**src/sv/tocq_pkg.sv**
```systemverilog
// Package for the timed on/off condition qualifier: types, codes and widths
`timescale 1ns / 1ps

package tocq_pkg;

  // timestamp width, fixed by the now_us and recheck_at fields
  localparam int unsigned TimeBits = 48;
  // width of the minimum hold time registers
  localparam int unsigned HoldBits = 32;

  // tristate condition result codes
  localparam logic [1:0] COND_UNDEF = 2'd0;
  localparam logic [1:0] COND_FALSE = 2'd1;
  localparam logic [1:0] COND_TRUE  = 2'd2;

  // switch state codes
  localparam logic [1:0] ST_UNDEF = 2'd0;
  localparam logic [1:0] ST_OFF   = 2'd1;
  localparam logic [1:0] ST_ON    = 2'd2;

  // report mode codes, the fourth code reports nothing like MODE_NONE
  localparam logic [1:0] MODE_LEVEL  = 2'd0;
  localparam logic [1:0] MODE_ROCKER = 2'd1;
  localparam logic [1:0] MODE_NONE   = 2'd2;

  // configuration register indexes
  localparam logic [1:0] CFG_MIN_ON_TIME  = 2'd0;
  localparam logic [1:0] CFG_MIN_OFF_TIME = 2'd1;
  localparam logic [1:0] CFG_REPORT_MODE  = 2'd2;

  // input beat
  typedef struct packed {
    logic [1:0]          on_result;
    logic [1:0]          off_result;
    logic [TimeBits-1:0] now_us;
  } in_item_t;

  // result beat
  typedef struct packed {
    logic [1:0]          output_state;
    logic                level_valid;
    logic                level;
    logic                click_valid;
    logic                click_up;
    logic                recheck_valid;
    logic [TimeBits-1:0] recheck_at;
  } out_item_t;

  // configuration register set
  typedef struct packed {
    logic [HoldBits-1:0] min_on_time;
    logic [HoldBits-1:0] min_off_time;
    logic [1:0]          report_mode;
  } cfg_t;

  // qualifier state carried from one beat to the next
  typedef struct packed {
    logic [1:0]          switch_state;
    logic                timing_on;
    logic [TimeBits-1:0] met_since;
    logic                met_since_valid;
  } qual_state_t;

endpackage

```
**src/sv/tocq_eval.sv**
```systemverilog
// Decision logic for one beat: hold timing, switch decision and report fields
`timescale 1ns / 1ps

module tocq_eval (
  input  tocq_pkg::cfg_t        cfg_i,
  input  tocq_pkg::qual_state_t state_i,
  input  tocq_pkg::in_item_t    item_i,
  output tocq_pkg::qual_state_t state_o,
  output tocq_pkg::out_item_t   result_o
);
  import tocq_pkg::*;

  logic                on_true, off_true;
  logic                not_on, not_off;
  logic                on_path, off_path, phase2;
  logic                clr_on, clr_off, msv_mid;
  logic                start_on, start_off;
  logic [TimeBits-1:0] since, due;
  logic [HoldBits-1:0] hold;
  logic [TimeBits:0]   sum;
  logic                met, decided, recheck;
  logic [1:0]          new_state;

  // condition decode and path selection
  always_comb begin
    on_true  = (item_i.on_result == COND_TRUE);
    off_true = (item_i.off_result == COND_TRUE);
    not_on   = (state_i.switch_state != ST_ON);
    not_off  = (state_i.switch_state != ST_OFF);
    on_path  = not_on && on_true;
    clr_on   = not_on && !on_true && state_i.timing_on;
    msv_mid  = state_i.met_since_valid && !clr_on;
    start_on = on_path && (!state_i.timing_on || !state_i.met_since_valid);
    phase2   = !on_path && not_off;
    off_path = phase2 && off_true;
    clr_off  = phase2 && !off_true && !state_i.timing_on;
    start_off = off_path && (state_i.timing_on || !msv_mid);
  end

  // shared due time adder, saturating at the largest timestamp
  always_comb begin
    since   = (start_on || start_off) ? item_i.now_us : state_i.met_since;
    hold    = on_path ? cfg_i.min_on_time : cfg_i.min_off_time;
    sum     = {1'b0, since} + {{(TimeBits - HoldBits + 1){1'b0}}, hold};
    due     = sum[TimeBits] ? {TimeBits{1'b1}} : sum[TimeBits-1:0];
    met     = (item_i.now_us >= due);
    decided = (on_path || off_path) && met;
    recheck = (on_path || off_path) && !met;
  end

  // next state
  always_comb begin
    new_state = state_i.switch_state;
    if (decided) begin
      new_state = on_path ? ST_ON : ST_OFF;
    end
    state_o.switch_state = new_state;
    state_o.timing_on    = start_on ? 1'b1 : (start_off ? 1'b0 : state_i.timing_on);
    state_o.met_since    = (start_on || start_off) ? item_i.now_us : state_i.met_since;
    if (start_on || start_off) begin
      state_o.met_since_valid = 1'b1;
    end else if (clr_on || clr_off) begin
      state_o.met_since_valid = 1'b0;
    end else begin
      state_o.met_since_valid = state_i.met_since_valid;
    end
  end

  // report fields
  always_comb begin
    result_o.output_state  = new_state;
    result_o.recheck_valid = recheck;
    result_o.recheck_at    = recheck ? due : '0;
    result_o.level_valid   = decided && (cfg_i.report_mode == MODE_LEVEL);
    result_o.level         = result_o.level_valid && (new_state == ST_ON);
    result_o.click_valid   = decided && (cfg_i.report_mode == MODE_ROCKER) &&
                             (new_state != state_i.switch_state);
    result_o.click_up      = result_o.click_valid && (new_state == ST_ON);
  end

endmodule

```
**src/sv/timed_on_off_condition_qualifier_core.sv**
```systemverilog
// Top level of the timed on/off condition qualifier: handshakes, registers, state
`timescale 1ns / 1ps

// An accepted input beat is held in the input register and evaluated there; its
// result beat is written to the result register when that register is free.
// Throughput: one beat per cycle while out_stall_i is low; the state update
// sits in the single evaluation stage between the input and result registers.
// Reset: asynchronous, clears the switch state to undefined, the hold timing,
// min_on_time and min_off_time to 0 and report_mode to 2 (report nothing).
module timed_on_off_condition_qualifier_core (
  input  logic                 clk_i,
  input  logic                 rst_ni,
  input  logic                 in_valid_i,
  output logic                 in_stall_o,
  input  tocq_pkg::in_item_t   in_data_i,
  output logic                 out_valid_o,
  input  logic                 out_stall_i,
  output tocq_pkg::out_item_t  out_data_o,
  input  logic                 cfg_valid_i,
  output logic                 cfg_ready_o,
  input  logic [1:0]           cfg_index_i,
  input  logic [31:0]          cfg_data_i
);
  import tocq_pkg::*;

  cfg_t        cfg_q;
  qual_state_t state_q, state_d;
  in_item_t    item_q;
  logic        item_valid_q;
  out_item_t   result_d, result_q;
  logic        out_valid_q;
  logic        out_free, advance, in_accept;

  // handshake control
  assign cfg_ready_o = 1'b1;
  assign out_free    = !out_valid_q || !out_stall_i;
  assign advance     = item_valid_q && out_free;
  assign in_stall_o  = item_valid_q && !out_free;
  assign in_accept   = in_valid_i && !in_stall_o;

  // configuration registers
  always_ff @(posedge clk_i or negedge rst_ni) begin
    if (!rst_ni) begin
      cfg_q.min_on_time  <= '0;
      cfg_q.min_off_time <= '0;
      cfg_q.report_mode  <= MODE_NONE;
    end else if (cfg_valid_i && cfg_ready_o) begin
      case (cfg_index_i)
        CFG_MIN_ON_TIME:  cfg_q.min_on_time  <= cfg_data_i[HoldBits-1:0];
        CFG_MIN_OFF_TIME: cfg_q.min_off_time <= cfg_data_i[HoldBits-1:0];
        CFG_REPORT_MODE:  cfg_q.report_mode  <= cfg_data_i[1:0];
        default: ;
      endcase
    end
  end

  // input register
  always_ff @(posedge clk_i or negedge rst_ni) begin
    if (!rst_ni) begin
      item_valid_q <= 1'b0;
    end else if (in_accept) begin
      item_valid_q <= 1'b1;
    end else if (advance) begin
      item_valid_q <= 1'b0;
    end
  end

  always_ff @(posedge clk_i) begin
    if (in_accept) begin
      item_q <= in_data_i;
    end
  end

  // evaluation of the held beat
  tocq_eval u_eval (
    .cfg_i    (cfg_q),
    .state_i  (state_q),
    .item_i   (item_q),
    .state_o  (state_d),
    .result_o (result_d)
  );

  // qualifier state
  always_ff @(posedge clk_i or negedge rst_ni) begin
    if (!rst_ni) begin
      state_q.switch_state    <= ST_UNDEF;
      state_q.timing_on       <= 1'b0;
      state_q.met_since       <= '0;
      state_q.met_since_valid <= 1'b0;
    end else if (advance) begin
      state_q <= state_d;
    end
  end

  // result register
  always_ff @(posedge clk_i or negedge rst_ni) begin
    if (!rst_ni) begin
      out_valid_q <= 1'b0;
    end else if (out_free) begin
      out_valid_q <= item_valid_q;
    end
  end

  always_ff @(posedge clk_i) begin
    if (advance) begin
      result_q <= result_d;
    end
  end

  assign out_valid_o = out_valid_q;
  assign out_data_o  = result_q;

`ifndef SYNTHESIS
  // once decided, the switch never falls back to undefined
  a_state_stays_defined: assert property (@(posedge clk_i) disable iff (!rst_ni)
    (state_q.switch_state != ST_UNDEF) |=> (state_q.switch_state != ST_UNDEF))
    else $error("switch state returned to undefined");

  // the input side only stalls while a beat is held
  a_stall_only_when_held: assert property (@(posedge clk_i) disable iff (!rst_ni)
    !item_valid_q |-> !in_stall_o)
    else $error("input stalled with empty input register");

  // a decision report never comes with a recheck and never leaves the state undefined
  a_report_exclusive: assert property (@(posedge clk_i) disable iff (!rst_ni)
    (out_valid_o && (out_data_o.level_valid || out_data_o.click_valid)) |->
    (!out_data_o.recheck_valid && (out_data_o.output_state != ST_UNDEF)))
    else $error("decision report overlaps recheck or undefined state");

  // a click beat follows a state change recorded in the state register
  a_click_changes_state: assert property (@(posedge clk_i) disable iff (!rst_ni)
    (advance && result_d.click_valid) |=> (state_q.switch_state != $past(state_q.switch_state)))
    else $error("click without a state change");
`endif

endmodule

```
**config.mk**
```make
export PLATFORM = sky130hd
export DESIGN_NAME = timed_on_off_condition_qualifier_core
export DESIGN_NICKNAME = d
export VERILOG_FILES = /design/src/sv/tocq_pkg.sv /design/src/sv/tocq_eval.sv /design/src/sv/timed_on_off_condition_qualifier_core.sv
export SDC_FILE = /design/constraint.sdc
export NUM_CORES = 1
export LEC_CHECK = 0
export ABC_AREA = 1
export BUFFER_PORTS_ARGS = -buffer_cell sky130_fd_sc_hd__buf_4
export CAP_MARGIN = 0
export CORE_AREA = 4 4 138 173
export CTS_BUF_LIST = sky130_fd_sc_hd__clkbuf_4
export CTS_CLUSTER_SIZE = 24
export DETAILED_ROUTE_END_ITERATION = 6
export DIE_AREA = 0 0 142 177
export PLACE_DENSITY = 0.82
export SETUP_SLACK_MARGIN = 0.2
export SLEW_MARGIN = 10
export SYNTH_ARGS = -nofsm -noshare
export SYNTH_HDL_FRONTEND = slang
export SYNTH_SLANG_ARGS = --single-unit
```
**constraint.sdc**
```tcl
create_clock -name clk_i -period 5.7 [get_ports clk_i]
set_input_delay 0.285 -clock clk_i [delete_from_list [all_inputs] [get_ports clk_i]]
set_output_delay 0.285 -clock clk_i [all_outputs]
set_load 0.005 [all_outputs]
```
==> results.json, run 1 <==
{
  "status": "finished clean",
  "final_common_cell": "nand2_1",
  "required_ns": 6.11,
  "die_y_microns": 177,
  "reg2reg_from": "state_q[50]",
  "area_growth_pct": 30.9,
  "vias": 12500,
  "die_w_microns": 142,
  "routed_wl_mm": 40.0,
  "portBuffers": 147,
  "synth_edf_count": 107,
  "hold_slack_ns": 0.219,
  "synth_nets": 1784,
  "slew_headroom_pct": 21.6,
  "post-route-min-period_ns": 5.39,
  "r2r-end": "out_data_o[36]",
  "final_cell_mix": "nand2_1 (440), buf_4 (203), inv_1 (168)",
  "rsz0062_at_grt": "yes",
  "seq_area_frac_synth_pct": 47.5,
  "hp-class": "primary input to asynchronous set/reset pin",
  "grt_pass1_vias": 11900,
  "clkLatencyLatePin_ns": 0.71,
  "skew_ns": 0.0629,
  "start_util_pct": 59.0,
  "path_max_fanout": 28,
  "crit_arrival_ns": 5.80,
  "first_pass_iters": 6,
  "crit_family": "simple AND/OR/NAND/NOR gates",
  "drive_gt1_share_pct": 24.4,
  "cts.htree.levels": 2,
  "async_flop_share_pct": 52.9,
  "multi_input_area_sq_um": 6410,
  "fillers": 1525,
  "core_area_sq_um": 22200,
  "setup.worst_path.end_class": "register",
  "clkTransAtPathRegs_ns": 0.08,
  "synthesis.area_sq_um": 13100,
  "routedWlPerCell_microns": 17.7,
  "design_area_sq_um": 17100,
  "clockBufferDepth": 3,
  "synth_cells": 1611,
  "clock.fmax_ghz": 0.186,
  "synth-seq-cells": 227,
  "critPathLaunchType": "register",
  "min_period_over_period_pct": 94.5,
  "grt_start_max_net_pins": 73,
  "tightest_slew_ns": 1.18,
  "drt-initial-drc-count": 937,
  "critPathBufInv": 7,
  "die_area_sq_um": 25100,
  "ff2ff_path_depth": 32,
  "syn_area_per_cell_sq_um": 8.13,
  "crit_slowest_cell": "dfrtp_1",
  "critPathLaunch": "state_q[50]",
  "root_buffer": "clkbuf_4",
  "yosysWarnings": 0,
  "crit_type": "register to register",
  "row_count": 61,
  "setup_tns_ns": 0,
  "cts_sinks": 227,
  "setup_violations": 0,
  "synth-main-ff-cell": "dfrtp_1",
  "grt_pass1_wl_mm": 59.9,
  "slew_viol_final": 0,
  "slowest_delay_ns": 0.41,
  "dp_hpwl_mm": 26.0,
  "gp_congestion": 0.972,
  "cts_tree": "yes",
  "ant_nets": 0,
  "maxCapViolations": 0,
  "hold_viol": 0,
  "route.detailed.drc": 0,
  "dpl_cell_area_sq_um": 14500,
  "via_per_inst": 5.51,
  "ios": 149,
  "grt_antenna_before_repair": 1,
  "reg2reg_slack_ns": 0.31,
  "power_density_nw_per_um2": 498,
  "p_total_mw": 8.54,
  "regArea_sq_um": 6220,
  "peakVddDrop_v": 0.000254,
  "overflow": 0,
  "leakage_nw": 8.41,
  "numCtsBuffers": 58,
  "synth_cell_types": 44,
  "gr-usage-all-layers_pct": 30.1,
  "fin_nets": 2100,
  "postLayoutCoreUtil_pct": 77.2
}
==> metrics by stage <==
step | instances | worst slack [ns]
final | 2259 | 0.311
after global routing | 2259 | 0.0589
after detailed placement | 2018 | -0.385
after CTS | 2224 | 0.211
after global placement | 2018 | -0.348
after floorplan | 1611 | 0.492
==> routing by layer <==
layer	global-route usage [%]	up-vias	share of wire, %
met1	38.7	5857	39
met2	52.4	570	51
li1	-	5932	-
met3	4.08	98	7.1
met5	0	-	0
met4	9.80	0	2.8
==> repair_timing <==
item / CTS / global route
endpoints found under the hold margin: 168 / 0
resized for setup: 24 / 139
gates cloned: 2 / 6
pin swaps: 5 / 39
buffers inserted: 7 / 28
endpoints found under the setup margin: 57 / 57
hold buffers: 89 / 0
==> area by class of cell <==
class	count	share of cell area (%)
antenna	1	0.0146
clock buffer	87	3.81
clock inverter	21	0.664
inverter	179	4.09
multi-input combinational	1154	37.4
sequential	227	36.3
tap	283	2.07
timing repair buffer	305	15.6
timing repair inverter	2	0.117
==> power by group <==
part | switching [mW] | internal (mW)
clock network | 0.683 | 0.745
registers | 0.202 | 2.14
logic | 2.92 | 1.85
total | 3.80 | 4.73
==> worst register-to-register path, delay by kind of cell (launching register included) <==
family / cells / cell delay, ns
AO/OA/AOI/OAI: 2 / 0.14
adder cells (fa/ha/maj): 2 / 0.65
buffers and inverters: 7 / 0.98
flip-flops: 1 / 0.41
AND/OR/NAND/NOR: 21 / 2.89
==> flip-flops by register name (all words and copies together) (netlist names) <==
register and flops:
out_valid_o 1, item_q 52, out_data_o 55, item_valid_q 1
cfg_q 66, state_q 52
==> Yosys cell counts (5+ instances only) <==
cell	n	share of area, %
dfrtp_1	119	23
inv_1	172	4.9
clkbuf_1	35	1.0
a21oi_1	69	2.6
nor2_1	161	4.6
nor3_1	6	0.23
xor2_1	26	1.7
nand4_1	6	0.29
nand3_1	52	2.0
buf_6	6	0.52
a31oi_1	12	0.57
nor4_1	5	0.24
nand3b_1	14	0.80
nand2_2	12	0.57
ha_1	81	7.7
o21ai_0	186	7.1
edfxtp_1	107	25
nand2_1	467	13
o21bai_1	6	0.34
inv_2	5	0.14
nor2_2	19	0.91
==> kinds of logic after synthesis <==
group | synth area share, %
buffers and inverters | 7.21
DFF | 47.5
AOI/OAI and AO/OA | 11.6
and+or+nand+nor | 23.7
other | 0.0286
xor gates and xnor gates | 2.01
adders and majority gates | 7.89
==> worst max-delay path by stage <==
stage	to	slack, ns	cells after the start
5_1_grt	out_data_o[32]	0.06	35
6_report	out_data_o[36]	0.31	32
2_1_floorplan	out_data_o[45]	0.49	40
3_5_place_dp	out_data_o[30]	-0.38	34
3_3_place_gp	out_data_o[38]	-0.35	38
4_1_cts	out_data_o[29]	0.21	41
Power figures use the tool's default switching activity.
==> inputs of run 2 (changes only) <==
ABC_AREA = default   (was 1)
CORE_AREA = 4 4 136 171   (was 4 4 138 173)
DIE_AREA = 0 0 140 175   (was 0 0 142 177)
PLACE_DENSITY = 0.83   (was 0.82)
==> run 2 against run 1 <==
  * The flow now finishes with violations (DRC, setup timing)
  * Global-route usage is 6.6 points higher
  * Total power is 41% higher
  * Fmax is 18% lower
  * Largest cell class unchanged
  * Highest routed layer unchanged
==> results.json, run 2 <==
{
  "clockPowerShare_pct": 12.2,
  "critPathBufInv": 7,
  "fin_ws_ns": -0.854,
  "grt_pass1_vias": 13600,
  "final_common_cell": "buf_4",
  "yosys-top-cells-area": "edfxtp_1 (25%), dfrtp_1 (23%), mux2_2 (10%), ha_1 (7.9%), nand2_1 (7.2%)",
  "swShare_pct": 42.9,
  "synth-main-ff-cell": "dfrtp_1",
  "clockBufferDepth": 3,
  "path_depth": 28,
  "seq_area_frac_synth_pct": 48.7,
  "crit_arrival_ns": 7.01,
  "portBuffers": 147,
  "r2r-end": "out_data_o[22]",
  "setup_tns_ns": -43.41,
  "critPathLaunch": "item_q[50]",
  "leakage_nw": 8.61,
  "violations": "DRC, setup timing",
  "synth_edf_count": 107,
  "required_ns": 6.15,
  "peakVddDrop_v": 0.000318,
  "clkTransAtPathRegs_ns": 0.08,
  "overflow": 0,
  "syn_area_per_cell_sq_um": 10.3,
  "maxCapViolations": 0,
  "dp.cells": 1838,
  "tightest_slew_ns": 1.02,
  "status": "finished, violations left",
  "cts.htree.levels": 2,
  "cpMostUsedCell": "buf_4",
  "slowest_delay_ns": 0.43,
  "routedWlPerCell_microns": 24.4,
  "final_cell_mix": "buf_4 (407), nand2_1 (226), dfrtp_1 (119)",
  "power_density_nw_per_um2": 632,
  "dpl_cell_area_sq_um": 15900,
  "clock.fmax_ghz": 0.153,
  "synth_cells": 1236,
  "root_buffer": "clkbuf_4",
  "ios": 149,
  "setup.worst_path.end_class": "register",
  "synth_top_area_share_pct": 25.2,
  "top_register": "cfg_q",
  "vias": 13500,
  "core_area_sq_um": 21500,
  "pwr-share-comb_pct": 67.7,
  "cts_sinks": 227,
  "synth_top_cell_by_area": "edfxtp_1",
  "post-route-min-period_ns": 6.55,
  "async_flop_share_pct": 52.9,
  "crit_end": "out_data_o[22]",
  "fin_nets": 1939,
  "path_max_fanout": 11,
  "hold_viol": 0,
  "reg2reg_from": "item_q[50]",
  "critPathLaunchType": "register",
  "first_pass_iters": 7,
  "yosysWarnings": 0,
  "die_area_sq_um": 24500,
  "min_period_over_period_pct": 115,
  "drive_gt1_share_pct": 43.9,
  "synth-seq-cells": 227,
  "area_growth_pct": 49.2,
  "die_y_microns": 175,
  "reg2reg_slack_ns": -0.85,
  "gp_congestion": 0.983,
  "synth_nets": 1409,
  "via_per_inst": 6.46,
  "synthesis.area_sq_um": 12800,
  "numCtsBuffers": 56,
  "synth_top_cells_by_count": "nand2_1 (246), dfrtp_1 (119), mux2_2 (116)",
  "crit_family": "compound AO/OA/AOI/OAI gates",
  "synth_cell_types": 66,
  "routed_wl_mm": 51.0,
  "start_util_pct": 59.5,
  "ant_nets": 0,
  "crit_type": "register to register",
  "cts_tree": "yes",
  "power.net_switching_mw": 5.17,
  "skew_ns": 0.0317,
  "largest_reg_flops": 66,
  "route.detailed.drc": 47,
  "grt_antenna_before_repair": 2,
  "crit_slowest_cell": "fa_2",
  "row_count": 60,
  "clkLatencyLatePin_ns": 0.71,
  "hp-class": "primary input to asynchronous set/reset pin",
  "setup_violations": 57,
  "die_w_microns": 140,
  "slew_viol_final": 0,
  "intPower_mw": 6.87,
  "stdcell_count": 2095,
  "grt_pass1_wl_mm": 71.0,
  "drt-initial-drc-count": 1698,
  "slew_headroom_pct": 32.2,
  "gr-usage-all-layers_pct": 36.7,
  "yosysMostFrequentCell": "nand2_1",
  "dp_hpwl_mm": 27.1,
  "postLayoutCoreUtil_pct": 88.7,
  "ff2ff_path_depth": 28,
  "p_seq_share_pct": 20.1,
  "rsz0062_at_grt": "yes",
  "design_area_sq_um": 19100,
  "grt_start_max_net_pins": 81
}
run 2: cell count changes in the layout (fill, tap and decap cells not counted), moves of 114 or more:
cell / delta
buf_4: +204
inv_1: -150
mux2_2: +114
nand2_1: -214
o21ai_0: -137
run 2: cell families after synthesis:
family	after synthesis	share of synthesized area, %
flops	227	48.7
simple gates	465	15.9
fa+ha+maj	82	8.09
other cells	1	0.0294
buf+inv	73	2.21
xor+xnor	39	2.67
mux	133	11.6
compound gates	216	10.9
run 2: cell type report:
class | count | area (sq um)
repair buffers | 525 | 4440
clock buffers | 88 | 661
flip-flops and latches | 227 | 6220
inverters | 20 | 78.8
well taps | 279 | 349
clock inverters | 18 | 98.8
diodes | 2 | 5.00
multi-input cells | 936 | 7200
fillers | 863 | 2420
run 2: layer usage:
layer	vias up	part of all wire (%)	global-route usage, %
met2	1202	49	65.6
met4	0	9.9	24.2
met5	-	0	0
li1	5545	-	-
met1	6294	31	38.6
met3	491	10	7.88
run 2: repair_timing:
action | in CTS | in global routing
hold buffers | 92 | 0
setup endpoints to repair | 57 | 57
resized for setup | 140 | 46
setup buffers | 36 | 15
pin swaps | 38 | 20
hold endpoints to repair | 199 | 0
gates cloned | 6 | 0
run 2: worst reg2reg max path, delay by kind of cell, from the launching register on:
| kind | cells | cell delay, ns |
|---|---|---|
| AOI/OAI and AO/OA | 8 | 1.91 |
| and+or+nand+nor | 9 | 1.86 |
| buffers and inverters | 7 | 1.03 |
| adders and majority gates | 2 | 0.71 |
| muxes | 2 | 0.45 |
| DFF | 1 | 0.38 |
run 2: power groups by stage:
stage,sequential (mW),clock [mW],combinational [mW]
floorplan,2.32,0,3.24
global placement,2.36,0,5.77
detailed placement,2.39,0,5.96
CTS,2.36,1.45,6.95
global route,2.43,1.56,8.52
finish,2.42,1.47,8.15
run 2: worst min path at each step:
stage	slack, ns	endpoint	startpoint	depth (start not counted)
5_1_grt	0.27	item_q[6]	in_data_i[6]	2
4_1_cts	0.29	item_q[27]	in_data_i[27]	2
3_5_place_dp	0.46	item_q[48]	in_data_i[48]	1
6_report	0.27	cfg_q[13]	rst_ni	2
2_1_floorplan	-0.01	cfg_q[0]	rst_ni	0
3_3_place_gp	0.46	out_valid_o	item_valid_q	1
run 2: per-stage QoR:
stage	total power [mW]	hold WS, ns	setup slack (ns)
2_1_floorplan	5.56	-0.0106	-0.353
3_3_place_gp	8.13	0.461	-0.395
3_5_place_dp	8.34	0.465	-0.572
4_1_cts	10.8	0.285	-0.212
5_1_grt	12.5	0.275	-0.989
6_report	12.0	0.274	-0.854
==> inputs of run 3 (changes only) <==
CORE_AREA = 4 4 142 178   (was 4 4 136 171)
DIE_AREA = 0 0 146 182   (was 0 0 140 175)
PLACE_DENSITY = default   (was 0.83)
PLACE_DENSITY_LB_ADDON = 0.08   (was default)
clock period = 5.4 ns   (was 5.7 ns; I/O delays follow)
==> run 3 against run 2 <==
  * The run ends with setup timing left
  * Non-clock buffer count decreased by 5
  * Hold slack improved by 0.0049 ns
  * Register-to-register slack improved by 0.13 ns
  * Die area increased by 8.5%
  * Wire length decreased by 23%
  * Critical path depth unchanged
  * Sequential share of layout area increased by 0.29 points
  * Combinational power decreased by 6.5%
  * Final area decreased by 0.89%
  * Critical path type unchanged
  * Largest power group unchanged
  * Highest routed layer unchanged
==> results.json, run 3 (synthesized netlist as in run 2, its figures left out) <==
{
  "status": "finished, violations left",
  "violations": "setup timing",
  "cts_tree": "yes",
  "clkTransAtPathRegs_ns": 0.07,
  "pre_cts_ws_ns": -0.849,
  "grt_start_max_net_pins": 75,
  "required_ns": 5.85,
  "grt_antenna_before_repair": 1,
  "skew_ns": 0.0510,
  "ios": 149,
  "postLayoutCoreUtil_pct": 80.1,
  "post-route-min-period_ns": 6.12,
  "fin_nets": 1936,
  "final_cell_mix": "buf_4 (401), nand2_1 (219), dfrtp_1 (119)",
  "drive_gt1_share_pct": 42.8,
  "fin_ws_ns": -0.723,
  "root_buffer": "clkbuf_4",
  "power_density_nw_per_um2": 617,
  "clock.fmax_ghz": 0.163,
  "hold_viol": 0,
  "first_pass_iters": 5,
  "ant_nets": 0,
  "design_area_sq_um": 18900,
  "route.detailed.drc": 0,
  "slew_viol_final": 0,
  "setup.worst_path.end_class": "register",
  "area_growth_pct": 47.8,
  "portBuffers": 147,
  "multi_input_area_sq_um": 7030,
  "maxUsedRoutingLayer": "met4",
  "setup_violations": 57,
  "dp_hpwl_mm": 26.7,
  "dpl_cell_area_sq_um": 16000,
  "met1Wirelength_mm": 15.6,
  "leakage_nw": 8.55,
  "drt-initial-drc-count": 629,
  "cts_sinks": 227,
  "overflow": 0,
  "crit_slowest_cell": "or3_4",
  "slew_headroom_pct": 33.2,
  "crit_arrival_ns": 6.57,
  "clkLatencyLatePin_ns": 0.70,
  "maxCapViolations": 0,
  "largest_reg_flops": 66,
  "routed_wl_mm": 39.4,
  "gp_congestion": 0.958,
  "die_y_microns": 182,
  "critPathLaunchType": "register",
  "slowest_delay_ns": 0.38,
  "numCtsBuffers": 57,
  "core_area_sq_um": 23600,
  "vias": 11700,
  "regArea_sq_um": 6220,
  "routedWlPerCell_microns": 18.7,
  "die_w_microns": 146,
  "row_count": 63,
  "die_area_sq_um": 26600,
  "grt_pass1_vias": 11900,
  "cpMostUsedCell": "buf_4",
  "path_max_fanout": 6,
  "rsz0062_at_grt": "yes",
  "setup_tns_ns": -37.15,
  "fillers": 1507,
  "gr-usage-all-layers_pct": 28.4,
  "grt_pass1_wl_mm": 60.8,
  "p_total_mw": 11.7,
  "peakVddDrop_v": 0.000281,
  "top_register": "cfg_q",
  "tightest_slew_ns": 1.00,
  "wl_met3_mm": 2.27,
  "hp-class": "primary input to asynchronous set/reset pin",
  "crit_type": "register to register",
  "wl_met2_mm": 20.4,
  "start_util_pct": 54.2,
  "via_per_inst": 5.54,
  "final_common_cell": "buf_4",
  "min_period_over_period_pct": 113,
  "cts.htree.levels": 2,
  "clockBufferDepth": 3
}
## run 3: layout make-up
type,count,area share (%)
timing repair inverter,1,0.0398
clock buffer,94,3.74
tap,292,1.93
antenna,1,0.0133
multi-input combinational,936,37.2
timing repair buffer,520,23.2
sequential,227,32.9
clock inverter,13,0.464
inverter,20,0.417
## run 3: worst max-delay path: cells and delay by family, from the launching register on
kind / cells / cell delay [ns]
AO/OA/AOI/OAI: 12 / 2.65
AND/OR/NAND/NOR: 8 / 1.24
buffers and inverters: 6 / 1.12
adder cells (fa/ha/maj): 2 / 0.45
flip-flops: 1 / 0.37
## run 3: final timing paths
check | end | startpoint | cells past startpoint | slack (ns)
max reg2reg | out_data_o[44] | item_q[50] | 28 | -0.72
min | cfg_q[39] | rst_ni | 2 | 0.28
min in group clk_i | item_q[38] | in_data_i[38] | 2 | 0.29
max in group asynchronous | cfg_q[28] | rst_ni | 3 | 3.88
max | out_data_o[44] | item_q[50] | 28 | -0.72
min reg2reg | out_valid_o | item_valid_q | 1 | 0.49
## run 3: per-layer routing
layer | up-vias | GRT usage [%]
met1 | 5601 | 34.4
met3 | 87 | 4.72
met5 | - | 0
met2 | 416 | 50.9
li1 | 5552 | -
met4 | 0 | 10.5
## run 3: repair_timing
action                                 4_1_cts  5_1_grt
pin swaps                                   34       56
hold buffers                                91        0
setup buffers                               25       22
endpoints found under the hold margin      192        0
resized for setup                           81       77
gates cloned                                 2        2
setup endpoints to repair                   57       57
## run 3: stage by stage
| stage | hold slack (ns) | cells |
|---|---|---|
| 3_5_place_dp | 0.449 | 1854 |
| 4_1_cts | 0.233 | 2079 |
| 6_report | 0.279 | 2104 |
| 3_3_place_gp | 0.448 | 1854 |
| 2_1_floorplan | -0.0256 | 1236 |
| 5_1_grt | 0.249 | 2104 |
## run 3: power breakdown
group	internal, mW	total [mW]	switching, mW
sequential	2.24	2.50	0.256
combinational	4.01	7.62	3.60
clock	0.835	1.55	0.710
total	7.09	11.7	4.57
